===== src/sv/ajd_pkg.sv =====
// ----------------------------------------------------------------------------
// ajd_pkg
// shared types, constants and coefficient table of the jump detector
// ----------------------------------------------------------------------------
package ajd_pkg;

  localparam int WIN_N      = 64;
  localparam int WIN_AW     = $clog2(WIN_N);
  localparam int SUM_W      = 20 + WIN_AW;
  localparam int SQ_W       = 40 + WIN_AW;
  localparam int PROD_W     = 2 * SUM_W;
  localparam int WARMUP_N   = 8;
  localparam int TOL_FIXED  = 2;
  localparam int TOL_RATIO  = 26;
  localparam int FIR_TAPS   = 7;
  localparam int CNT_W      = 7;

  localparam logic [19:0] ONE_G_Q4   = 20'd65536;
  localparam logic [15:0] HALL_MAX   = 16'hFFFF;
  localparam logic [7:0]  DIP_RUN_MAX = 8'hFF;

  localparam logic [1:0] CMD_SAMPLE  = 2'd0;
  localparam logic [1:0] CMD_CLEAR   = 2'd1;
  localparam logic [1:0] CMD_RESTART = 2'd2;

  localparam logic [2:0] REG_PEAK_THR  = 3'd0;
  localparam logic [2:0] REG_RESET_HYS = 3'd1;
  localparam logic [2:0] REG_DIP_DEPTH = 3'd2;
  localparam logic [2:0] REG_DIP_MIN   = 3'd3;
  localparam logic [2:0] REG_MIN_INT   = 3'd4;
  localparam logic [2:0] REG_VAR_MAX   = 3'd5;
  localparam logic [2:0] REG_BASE_MIN  = 3'd6;
  localparam logic [2:0] REG_BASE_MAX  = 3'd7;

  typedef enum logic [3:0] {
    S_IDLE, S_CMD, S_SQ, S_ROOT, S_TAP, S_FILT, S_CAL, S_SUM,
    S_CHK1, S_CHK2, S_DET, S_OUT
  } ctrl_state_e;

  typedef enum logic [3:0] {
    OP_NONE, OP_LOAD, OP_ACT, OP_SQ, OP_ROOT, OP_TAP, OP_FILT, OP_CAL,
    OP_SUM, OP_CHK1, OP_CHK2, OP_DET, OP_OUT
  } dp_op_e;

  typedef struct packed {
    dp_op_e             op;
    logic [CNT_W-1:0]   cnt;
  } dp_cmd_t;

  typedef struct packed {
    logic locked;
    logic cal_full;
    logic out_free;
  } dp_stat_t;

  typedef struct packed {
    logic [19:0] peak_thr;
    logic [19:0] reset_hys;
    logic [19:0] dip_depth;
    logic [7:0]  dip_min;
    logic [15:0] min_int;
    logic [31:0] var_max;
    logic [19:0] base_min;
    logic [19:0] base_max;
  } cfg_t;

  function automatic logic [13:0] fir_coef(input logic [2:0] k);
    logic [13:0] c;
    unique case (k)
      3'd0, 3'd6: c = 14'd1262;
      3'd1, 3'd5: c = 14'd3588;
      3'd2, 3'd4: c = 14'd6619;
      3'd3:       c = 14'd8192;
      default:    c = 14'd0;
    endcase
    return c;
  endfunction

endpackage


===== src/sv/ajd_ctrl.sv =====
// ----------------------------------------------------------------------------
// ajd_ctrl
// sequencer that steps the datapath through one item
// ----------------------------------------------------------------------------
module ajd_ctrl (
  input  logic              clk_i,
  input  logic              rst_ni,
  input  logic              in_valid_i,
  input  logic [1:0]        in_cmd_i,
  output logic              in_ready_o,
  input  ajd_pkg::dp_stat_t stat_i,
  output ajd_pkg::dp_cmd_t  cmd_o
);

  ajd_pkg::ctrl_state_e            state_q, state_d;
  logic [ajd_pkg::CNT_W-1:0]       cnt_q, cnt_d;

  always_ff @(posedge clk_i or negedge rst_ni) begin
    if (!rst_ni) begin
      state_q <= ajd_pkg::S_IDLE;
      cnt_q   <= '0;
    end else begin
      state_q <= state_d;
      cnt_q   <= cnt_d;
    end
  end

  always_comb begin
    state_d = state_q;
    cnt_d   = cnt_q + 1'b1;
    unique case (state_q)
      ajd_pkg::S_IDLE: begin
        cnt_d = '0;
        if (in_valid_i) begin
          state_d = (in_cmd_i == ajd_pkg::CMD_SAMPLE) ? ajd_pkg::S_SQ : ajd_pkg::S_CMD;
        end
      end
      ajd_pkg::S_CMD: state_d = ajd_pkg::S_OUT;
      ajd_pkg::S_SQ: begin
        if (cnt_q == ajd_pkg::CNT_W'(2)) begin
          state_d = ajd_pkg::S_ROOT;
          cnt_d   = '0;
        end
      end
      ajd_pkg::S_ROOT: begin
        if (cnt_q == ajd_pkg::CNT_W'(15)) begin
          state_d = ajd_pkg::S_TAP;
          cnt_d   = '0;
        end
      end
      ajd_pkg::S_TAP: begin
        if (cnt_q == ajd_pkg::CNT_W'(ajd_pkg::FIR_TAPS - 1)) begin
          state_d = ajd_pkg::S_FILT;
        end
      end
      ajd_pkg::S_FILT: state_d = stat_i.locked ? ajd_pkg::S_DET : ajd_pkg::S_CAL;
      ajd_pkg::S_CAL: begin
        cnt_d   = '0;
        state_d = stat_i.cal_full ? ajd_pkg::S_SUM : ajd_pkg::S_OUT;
      end
      ajd_pkg::S_SUM: begin
        if (cnt_q == ajd_pkg::CNT_W'(ajd_pkg::WIN_N + 1)) begin
          state_d = ajd_pkg::S_CHK1;
        end
      end
      ajd_pkg::S_CHK1: state_d = ajd_pkg::S_CHK2;
      ajd_pkg::S_CHK2: state_d = ajd_pkg::S_OUT;
      ajd_pkg::S_DET:  state_d = ajd_pkg::S_OUT;
      ajd_pkg::S_OUT: begin
        if (stat_i.out_free) begin
          state_d = ajd_pkg::S_IDLE;
        end
      end
      default: state_d = ajd_pkg::S_IDLE;
    endcase
  end

  always_comb begin
    cmd_o.cnt  = cnt_q;
    cmd_o.op   = ajd_pkg::OP_NONE;
    in_ready_o = 1'b0;
    unique case (state_q)
      ajd_pkg::S_IDLE: begin
        in_ready_o = 1'b1;
        if (in_valid_i) begin
          cmd_o.op = ajd_pkg::OP_LOAD;
        end
      end
      ajd_pkg::S_CMD:  cmd_o.op = ajd_pkg::OP_ACT;
      ajd_pkg::S_SQ:   cmd_o.op = ajd_pkg::OP_SQ;
      ajd_pkg::S_ROOT: cmd_o.op = ajd_pkg::OP_ROOT;
      ajd_pkg::S_TAP:  cmd_o.op = ajd_pkg::OP_TAP;
      ajd_pkg::S_FILT: cmd_o.op = ajd_pkg::OP_FILT;
      ajd_pkg::S_CAL:  cmd_o.op = ajd_pkg::OP_CAL;
      ajd_pkg::S_SUM:  cmd_o.op = ajd_pkg::OP_SUM;
      ajd_pkg::S_CHK1: cmd_o.op = ajd_pkg::OP_CHK1;
      ajd_pkg::S_CHK2: cmd_o.op = ajd_pkg::OP_CHK2;
      ajd_pkg::S_DET:  cmd_o.op = ajd_pkg::OP_DET;
      ajd_pkg::S_OUT: begin
        if (stat_i.out_free) begin
          cmd_o.op = ajd_pkg::OP_OUT;
        end
      end
      default: cmd_o.op = ajd_pkg::OP_NONE;
    endcase
  end

endmodule


===== config.mk =====
export PLATFORM = sky130hd
export DESIGN_NAME = ajd_ctrl
export DESIGN_NICKNAME = d
export VERILOG_FILES = /design/src/sv/ajd_pkg.sv /design/src/sv/ajd_ctrl.sv
export SDC_FILE = /design/constraint.sdc
export NUM_CORES = 1
export LEC_CHECK = 0
export BUFFER_PORTS_ARGS = -buffer_cell sky130_fd_sc_hd__buf_2
export CELL_PAD_IN_SITES_DETAIL_PLACEMENT = 1
export CELL_PAD_IN_SITES_GLOBAL_PLACEMENT = 1
export CORE_AREA = 5 5 55 57
export DETAILED_ROUTE_END_ITERATION = 8
export DIE_AREA = 0 0 60 62
export GPL_ROUTABILITY_DRIVEN = 0
export GPL_TIMING_DRIVEN = 0
export MAX_ROUTING_LAYER = met4
export PLACE_DENSITY_LB_ADDON = 0.2
export RECOVER_POWER = 25
export SKIP_CTS_REPAIR_TIMING = 1
export SLEW_MARGIN = 25
export SYNTH_ARGS = -nofsm -noshare
export SYNTH_HDL_FRONTEND = slang
export SYNTH_SLANG_ARGS = --single-unit

===== constraint.sdc =====
create_clock -name clk_i -period 2 [get_ports clk_i]
set_clock_uncertainty 0.15 [all_clocks]
set_input_delay 0 -clock clk_i [delete_from_list [all_inputs] [get_ports clk_i]]
set_output_delay 0 -clock clk_i [all_outputs]
set_load 0.01 [all_outputs]

==> results.tsv, run 1 <==
metric	value	unit
die-area	0.003720	sq mm
avgViaCountPerCell	5.583	
fin_cells	163	
drtAntennaViolNets	0	
yosys.area.top_type	dfrtp_1	
startpoint_type	register	
cts_sinks	11	
rrSetupSlack	0.07	ns
ys.flop_type	dfrtp_1	
clk_pin_slew	0.08	ns
h-tree-depth	1	
period_minus_slack	1.927	ns
ys_async_sr_fraction	100.0	%
antenna_found_initial	0	
die_h	62	um
grt_max_degree	12	
r2r_end	state_q[2]	
core_area	0.002432	sq mm
ir_drop	0.8021	mV
dr.pass1.iters	4	
critPathMaxFanout	5	
antennaDiodeCount	0	
dpl-instance-area	0.001021	sq mm
overflow	0	
worst-endpoint-arrival	1.96	ns
cts_buffers	3	
worstMarginPinSlew	0.5298	ns
clockBufferDepth	2	
dr.first_iter.drc_count	9	
port_buffers	19	
cp-end-kind	register	
yosysSeqAreaShare	30.99	%
slew_violations	0	
syn_area	888.4	sq um
syn_inst	107	
finalSetupViolCount	0	
ys_ff_latch	11	
vias	910	
place_hpwl	1982	um
grt_pass1_wl	4464	um
fin_crit_sh	96.37	%
r2r_cells	6	
yosysUniqueCellTypes	45	
fin_nets	145	
max_freq	518.9	MHz
r2r_start	cnt_q[0]	
holdWs	0.05178	ns
synth_edf_count	0	
required	2.03	ns
synth_top_area_share	30.99	%
crit_type	register to register	
crit_end	state_q[2]	
area_delta_synth_final	22.68	%
syn_area_per_cell	8.302	sq um
synth_warnings	0	
startpoint	cnt_q[0]	
wl_per_cell	16.19	um
hold_path_depth	4	
syn-num-nets	118	
hold_class	primary input to register	
fin_util	44.80	%
detail_route.wirelength	2639	um
cts_tree	done	
io_pins	20	
grt_pass1_vias	939	
start_util	36.52	%
cts_root_buf	clkbuf_4	
rows	18	
n_fill_cell	320	
dp_cells	156	
dieWidth	60	um
final_cell_area	0.001090	sq mm
leakage	0.4879	nW
yosys-top-cells-area	dfrtp_1 (31%), nor2_1 (6.8%), xnor2_1 (4.9%)	
gr-usage-all-layers	16.74	%
drcViolationCount	0	
cap_violations	0	
power_density	1692	mW/mm^2
clock_latency	0.28	ns
hold_viol	0	
drive_gt1_share	26.32	%
slew_headroom	64.57	%
status	completed	
## worst max-delay path, stage by stage (launching register included)
cell	delay [ns]
dfrtp_1	0.43
inv_1	0.08
ha_2	0.19
or4b_4	0.48
a21oi_4	0.18
o21ai_2	0.09
o31ai_2	0.23
## cells by family after synthesis
| kind of cell | Yosys count | synth area share (%) |
|---|---|---|
| compound gates | 29 | 23.80 |
| xor+xnor | 7 | 6.902 |
| fa+ha+maj | 3 | 4.226 |
| buf+inv | 14 | 7.464 |
| flops | 11 | 30.99 |
| mux | 2 | 2.394 |
| simple gates | 41 | 24.23 |
## through the flow
step / TNS (ns) / setup slack (ns) / total power [mW]
after floorplan: 0 / 0.1842 / 1.287
final: 0 / 0.07270 / 1.844
after detailed placement: -0.04993 / -0.02001 / 1.636
after CTS: -0.2345 / -0.08419 / 1.811
after global routing: -0.003290 / -0.003290 / 2.022
after global placement: -0.009762 / -0.006507 / 1.595
## placed cells by master, fill, tap and decap left out, types with 4 or more instances in the layout
cell type,instances
nor2_1,16
a31oi_1,4
xnor2_1,5
buf_2,17
nor3_1,4
o21ai_0,4
clkbuf_1,7
clkbuf_2,5
dfrtp_1,11
inv_1,4
nand2_1,4
## worst min path at each step
stage	to	slack, ns	from
2_1_floorplan	cnt_q[0]	-0.45	rst_ni
4_1_cts	cnt_q[4]	-0.56	rst_ni
5_1_grt	state_q[2]	0.08	stat_i[2]
3_3_place_gp	state_q[3]	-0.26	rst_ni
3_5_place_dp	state_q[1]	-0.25	rst_ni
6_report	state_q[2]	0.05	stat_i[2]
## per-layer routing
| layer | vias up | wire length [um] | GRT usage (%) |
|---|---|---|---|
| li1 | 445 | - | - |
| met1 | 449 | 1199 | 20.68 |
| met2 | 12 | 1347 | 27.93 |
| met3 | 4 | 64 | 1.860 |
| met4 | 0 | 27 | 6.646 |
| met5 | - | 0 | - |
## synth_stat cells (3+ instances only)
master    instances
nand4b_1          3
o21ai_0           4
inv_1             4
ha_1              3
nor4_1            3
xnor2_1           5
nor2_1           16
nand2_1           4
a31oi_1           4
dfrtp_1          11
a21oi_1           3
buf_2             4
nor3_1            4
## power by group
group | internal (mW) | switching, mW
Sequential | 0.315 | 0.0751
Clock | 0.0773 | 0.0887
Combinational | 0.546 | 0.742
Total | 0.938 | 0.906
## final cells by class
type / count / area, sq um / share of cell area, %
buffer: 10 / 56.30 / 5.166
clock buffer: 4 / 26.28 / 2.411
inverter: 4 / 15.01 / 1.378
multi-input combinational: 82 / 564.3 / 51.78
sequential: 11 / 275.3 / 25.26
tap: 30 / 37.54 / 3.444
timing repair buffer: 22 / 115.1 / 10.56
## sequential cells by signal, summed over array words and instances, names as in the netlist
name	count
cnt_q	7
state_q	4
Note: power is estimated with default switching activity, not from simulation.
==> inputs of run 2 (changes only) <==
SETUP_SLACK_MARGIN = 0.4   (was not set)
==> results.tsv, run 2 (synthesis results as in run 1) <==
metric	value	unit
reg_top3	cnt_q: 7 flops, state_q: 4 flops	
holdWs	0.05890	ns
final_common_cell	buf_2	
fin_ws	0.1977	ns
cts_buffers	3	
power_frac_seq	18.3	%
area_delta_synth_final	47.32	%
grt_max_degree	12	
slew_headroom	72.16	%
final_cell_mix	buf_2 (18), nor2_1 (15), buf_4 (11), dfrtp_1 (11)	
dr.first_iter.drc_count	24	
p_int	1.182	mW
cap_violations	0	
fin_nets	154	
p_sw	1.046	mW
port_buffers	19	
dpl-instance-area	0.001044	sq mm
required	2.03	ns
grt_use_met2	29.17	%
p_clk_share	7.1	%
vias	988	
leakage	0.5673	nW
grtUsageMet3	1.860	%
start_util	36.52	%
dp_slack	0.1178	ns
io_pins	20	
critPathMaxFanout	5	
fin_cells	172	
antenna_found_initial	0	
finalSetupTns	0	ns
fin_crit_sh	90.12	%
rows	18	
dp_cells	156	
antennaDiodeCount	0	
cts_tree	done	
drtAntennaViolNets	0	
period_minus_slack	1.802	ns
drive_gt1_share	41.55	%
cp-end-kind	register	
grt_pass1_wl	4402	um
power_frac_comb	74.6	%
detail_route.wirelength	2885	um
cts_sinks	11	
grt-busiest-layer	met2	
clock_latency	0.27	ns
final_cell_area	0.001309	sq mm
clk_pin_slew	0.08	ns
power	2.228	mW
avgViaCountPerCell	5.744	
n_fill_cell	301	
wl_per_cell	16.77	um
hold_viol	0	
p_sw_share	46.96	%
met1_usage	18.55	%
worst-endpoint-arrival	1.83	ns
slew_violations	0	
regMostFlops	cnt_q	
finalSetupViolCount	0	
overflow	0	
power_density	1703	mW/mm^2
worstMarginPinSlew	0.4160	ns
fin_util	53.81	%
cts_root_buf	clkbuf_4	
max_freq	554.8	MHz
dieWidth	60	um
die-area	0.003720	sq mm
clockBufferDepth	2	
startpoint_type	register	
status	completed	
largest_reg_flops	7	
die_h	62	um
core_area	0.002432	sq mm
hold_class	primary input to register	
place_hpwl	1896	um
h-tree-depth	1	
gr-usage-all-layers	16.21	%
ir_drop	1.058	mV
drcViolationCount	0	
dr.pass1.iters	4	
grt_pass1_vias	958	
grt_setup_unrepaired	true	
crit_type	register to register	
[run 2: cell count changes in the layout (fill, tap and decap cells not counted), moves of 2 or more]
| cell | delta |
|---|---|
| buf_4 | +10 |
| clkbuf_2 | -5 |
| buf_6 | +4 |
| clkbuf_1 | -3 |
| nor4_1 | -3 |
| a31oi_1 | -2 |
| a31oi_4 | +2 |
| nor4_4 | +2 |
[run 2: cell type report]
type                       count  area (sq um)  share of cell area, %
timing repair buffer          31         186.4                  14.24
tap                           30         37.54                  2.868
buffer                        10         98.84                  7.553
clock buffer                   4         26.28                  2.008
inverter                       4         15.01                  1.147
multi-input combinational     82         669.4                  51.15
sequential                    11         275.3                  21.03
[run 2: worst paths after layout]
path,start,to,slack [ns],cells after the start
max,cnt_q[0],state_q[2],0.20,6
max reg2reg,cnt_q[0],state_q[2],0.20,6
min,stat_i[0],state_q[3],0.06,4
max in group asynchronous,rst_ni,state_q[0],0.94,3
min in group asynchronous,rst_ni,state_q[3],0.53,3
min reg2reg,cnt_q[0],cnt_q[0],0.38,1
[run 2: per-layer routing]
layer / part of all wire, % / wire length (um)
met5: 0 / 0
met3: 2.4 / 70
met2: 52 / 1509
met4: 1.4 / 41
met1: 44 / 1263
[run 2: worst max-delay path, cell delays in order, from the launching register on]
cell and delay, ns:
dfrtp_1 0.44, inv_2 0.09, ha_4 0.14, or4b_4 0.47
a21oi_4 0.15, o21ai_2 0.08, o31ai_2 0.19
[run 2: power by group through the flow]
stage | registers (mW) | logic [mW] | clock network (mW)
3_5_place_dp | 0.404 | 1.27 | 0
5_1_grt | 0.423 | 1.83 | 0.179
6_report | 0.408 | 1.66 | 0.158
4_1_cts | 0.400 | 1.28 | 0.169
3_3_place_gp | 0.397 | 1.24 | 0
2_1_floorplan | 0.415 | 0.914 | 0
==> inputs of run 3 (changes only) <==
SETUP_SLACK_MARGIN = 0.15   (was 0.4)
==> results.tsv, run 3 (synthesis results as in run 1) <==
metric	value	unit
core_area	0.002432	sq mm
gr-usage-all-layers	16.74	%
final_cell_mix	buf_2 (16), nor2_1 (16), dfrtp_1 (11)	
grt_setup_unrepaired	true	
ff_latch_area	275.3	sq um
reg_top3	cnt_q: 7 flops, state_q: 4 flops	
vias	941	
hold_class	primary input to register	
drtAntennaViolNets	0	
h-tree-depth	1	
cp-end-kind	register	
drcViolationCount	0	
cts_buffers	3	
die-area	0.003720	sq mm
fin_crit_sh	92.11	%
place_hpwl	1982	um
fin_cells	165	
power	1.967	mW
worst-endpoint-arrival	1.88	ns
period_minus_slack	1.842	ns
multi_input_area	595.6	sq um
drive_gt1_share	30.37	%
clock_latency	0.28	ns
status	completed	
dp_slack	-0.02001	ns
io_pins	20	
dpl-instance-area	0.001021	sq mm
required	2.04	ns
fin_util	47.02	%
n_fill_cell	312	
cts_tree	done	
rows	18	
detail_route.wirelength	2847	um
critPathMaxFanout	5	
dp_cells	156	
dieWidth	60	um
grt_pass1_vias	939	
cap_violations	0	
hold_viol	0	
grt_max_degree	12	
startpoint_type	register	
holdWs	0.06024	ns
crit_type	register to register	
worstMarginPinSlew	0.5292	ns
dr.first_iter.drc_count	19	
slew_headroom	64.60	%
critical-path-top-delay-family	simple AND/OR/NAND/NOR gates	
regMostFlops	cnt_q	
finalSetupViolCount	0	
fin_ws	0.1579	ns
clockBufferDepth	2	
worst-path-buf-inv	1	
avgViaCountPerCell	5.703	
finalSetupTns	0	ns
largest_reg_flops	7	
slew_violations	0	
cts_root_buf	clkbuf_4	
antenna_found_initial	0	
path_cells	inv_1 > ha_2 > or4b_4 > a21oi_4 > o21ai_2 > o31ai_2	
wl_per_cell	17.25	um
critPathSlowestCell	or4b_4	
overflow	0	
final_cell_area	0.001144	sq mm
max_freq	542.9	MHz
ir_drop	0.8309	mV
leakage	0.5043	nW
die_h	62	um
cp_slowest_stage_delay	0.47	ns
start_util	36.52	%
dr.pass1.iters	4	
fin_nets	147	
port_buffers	19	
clk_pin_slew	0.08	ns
power_density	1720	mW/mm^2
cts_sinks	11	
antennaDiodeCount	0	
area_delta_synth_final	28.73	%
grt_pass1_wl	4464	um
[run 3: cell type report]
class                           instances  area share [%]
Sequential cell                        11           24.07
Tap cell                               30           3.282
Timing Repair Buffer                   24           11.38
Multi-Input combinational cell         82           52.08
Buffer                                 10           5.580
Inverter                                4           1.313
Clock buffer                            4           2.298
[run 3: report_power, final]
| group | switching (mW) | internal, mW |
|---|---|---|
| logic | 0.779 | 0.616 |
| clock network | 0.0924 | 0.0775 |
| registers | 0.0871 | 0.315 |
[run 3: worst register-to-register path, stage by stage (launching register included)]
cell	delay [ns]
dfrtp_1	0.44
inv_1	0.08
ha_2	0.18
or4b_4	0.47
a21oi_4	0.16
o21ai_2	0.08
o31ai_2	0.19
[run 3: final timing paths]
kind                                    to  startpoint  cells after the start  slack (ns)
max in group asynchronous         cnt_q[1]      rst_ni                      3        0.75
worst min-delay path            state_q[2]   stat_i[2]                      4        0.06
worst min register to register    cnt_q[0]    cnt_q[0]                      1        0.38
worst max-delay path            state_q[2]    cnt_q[0]                      6        0.16
worst max register to register  state_q[2]    cnt_q[0]                      6        0.16
min in group asynchronous       state_q[1]      rst_ni                      3        0.59
[run 3: layer usage]
layer | vias up | global-route usage [%] | wire length (um)
met1 | 469 | 20.68 | 1282
li1 | 447 | - | -
met5 | - | - | 0
met2 | 18 | 27.93 | 1421
met3 | 7 | 1.860 | 85
met4 | 0 | 6.646 | 57
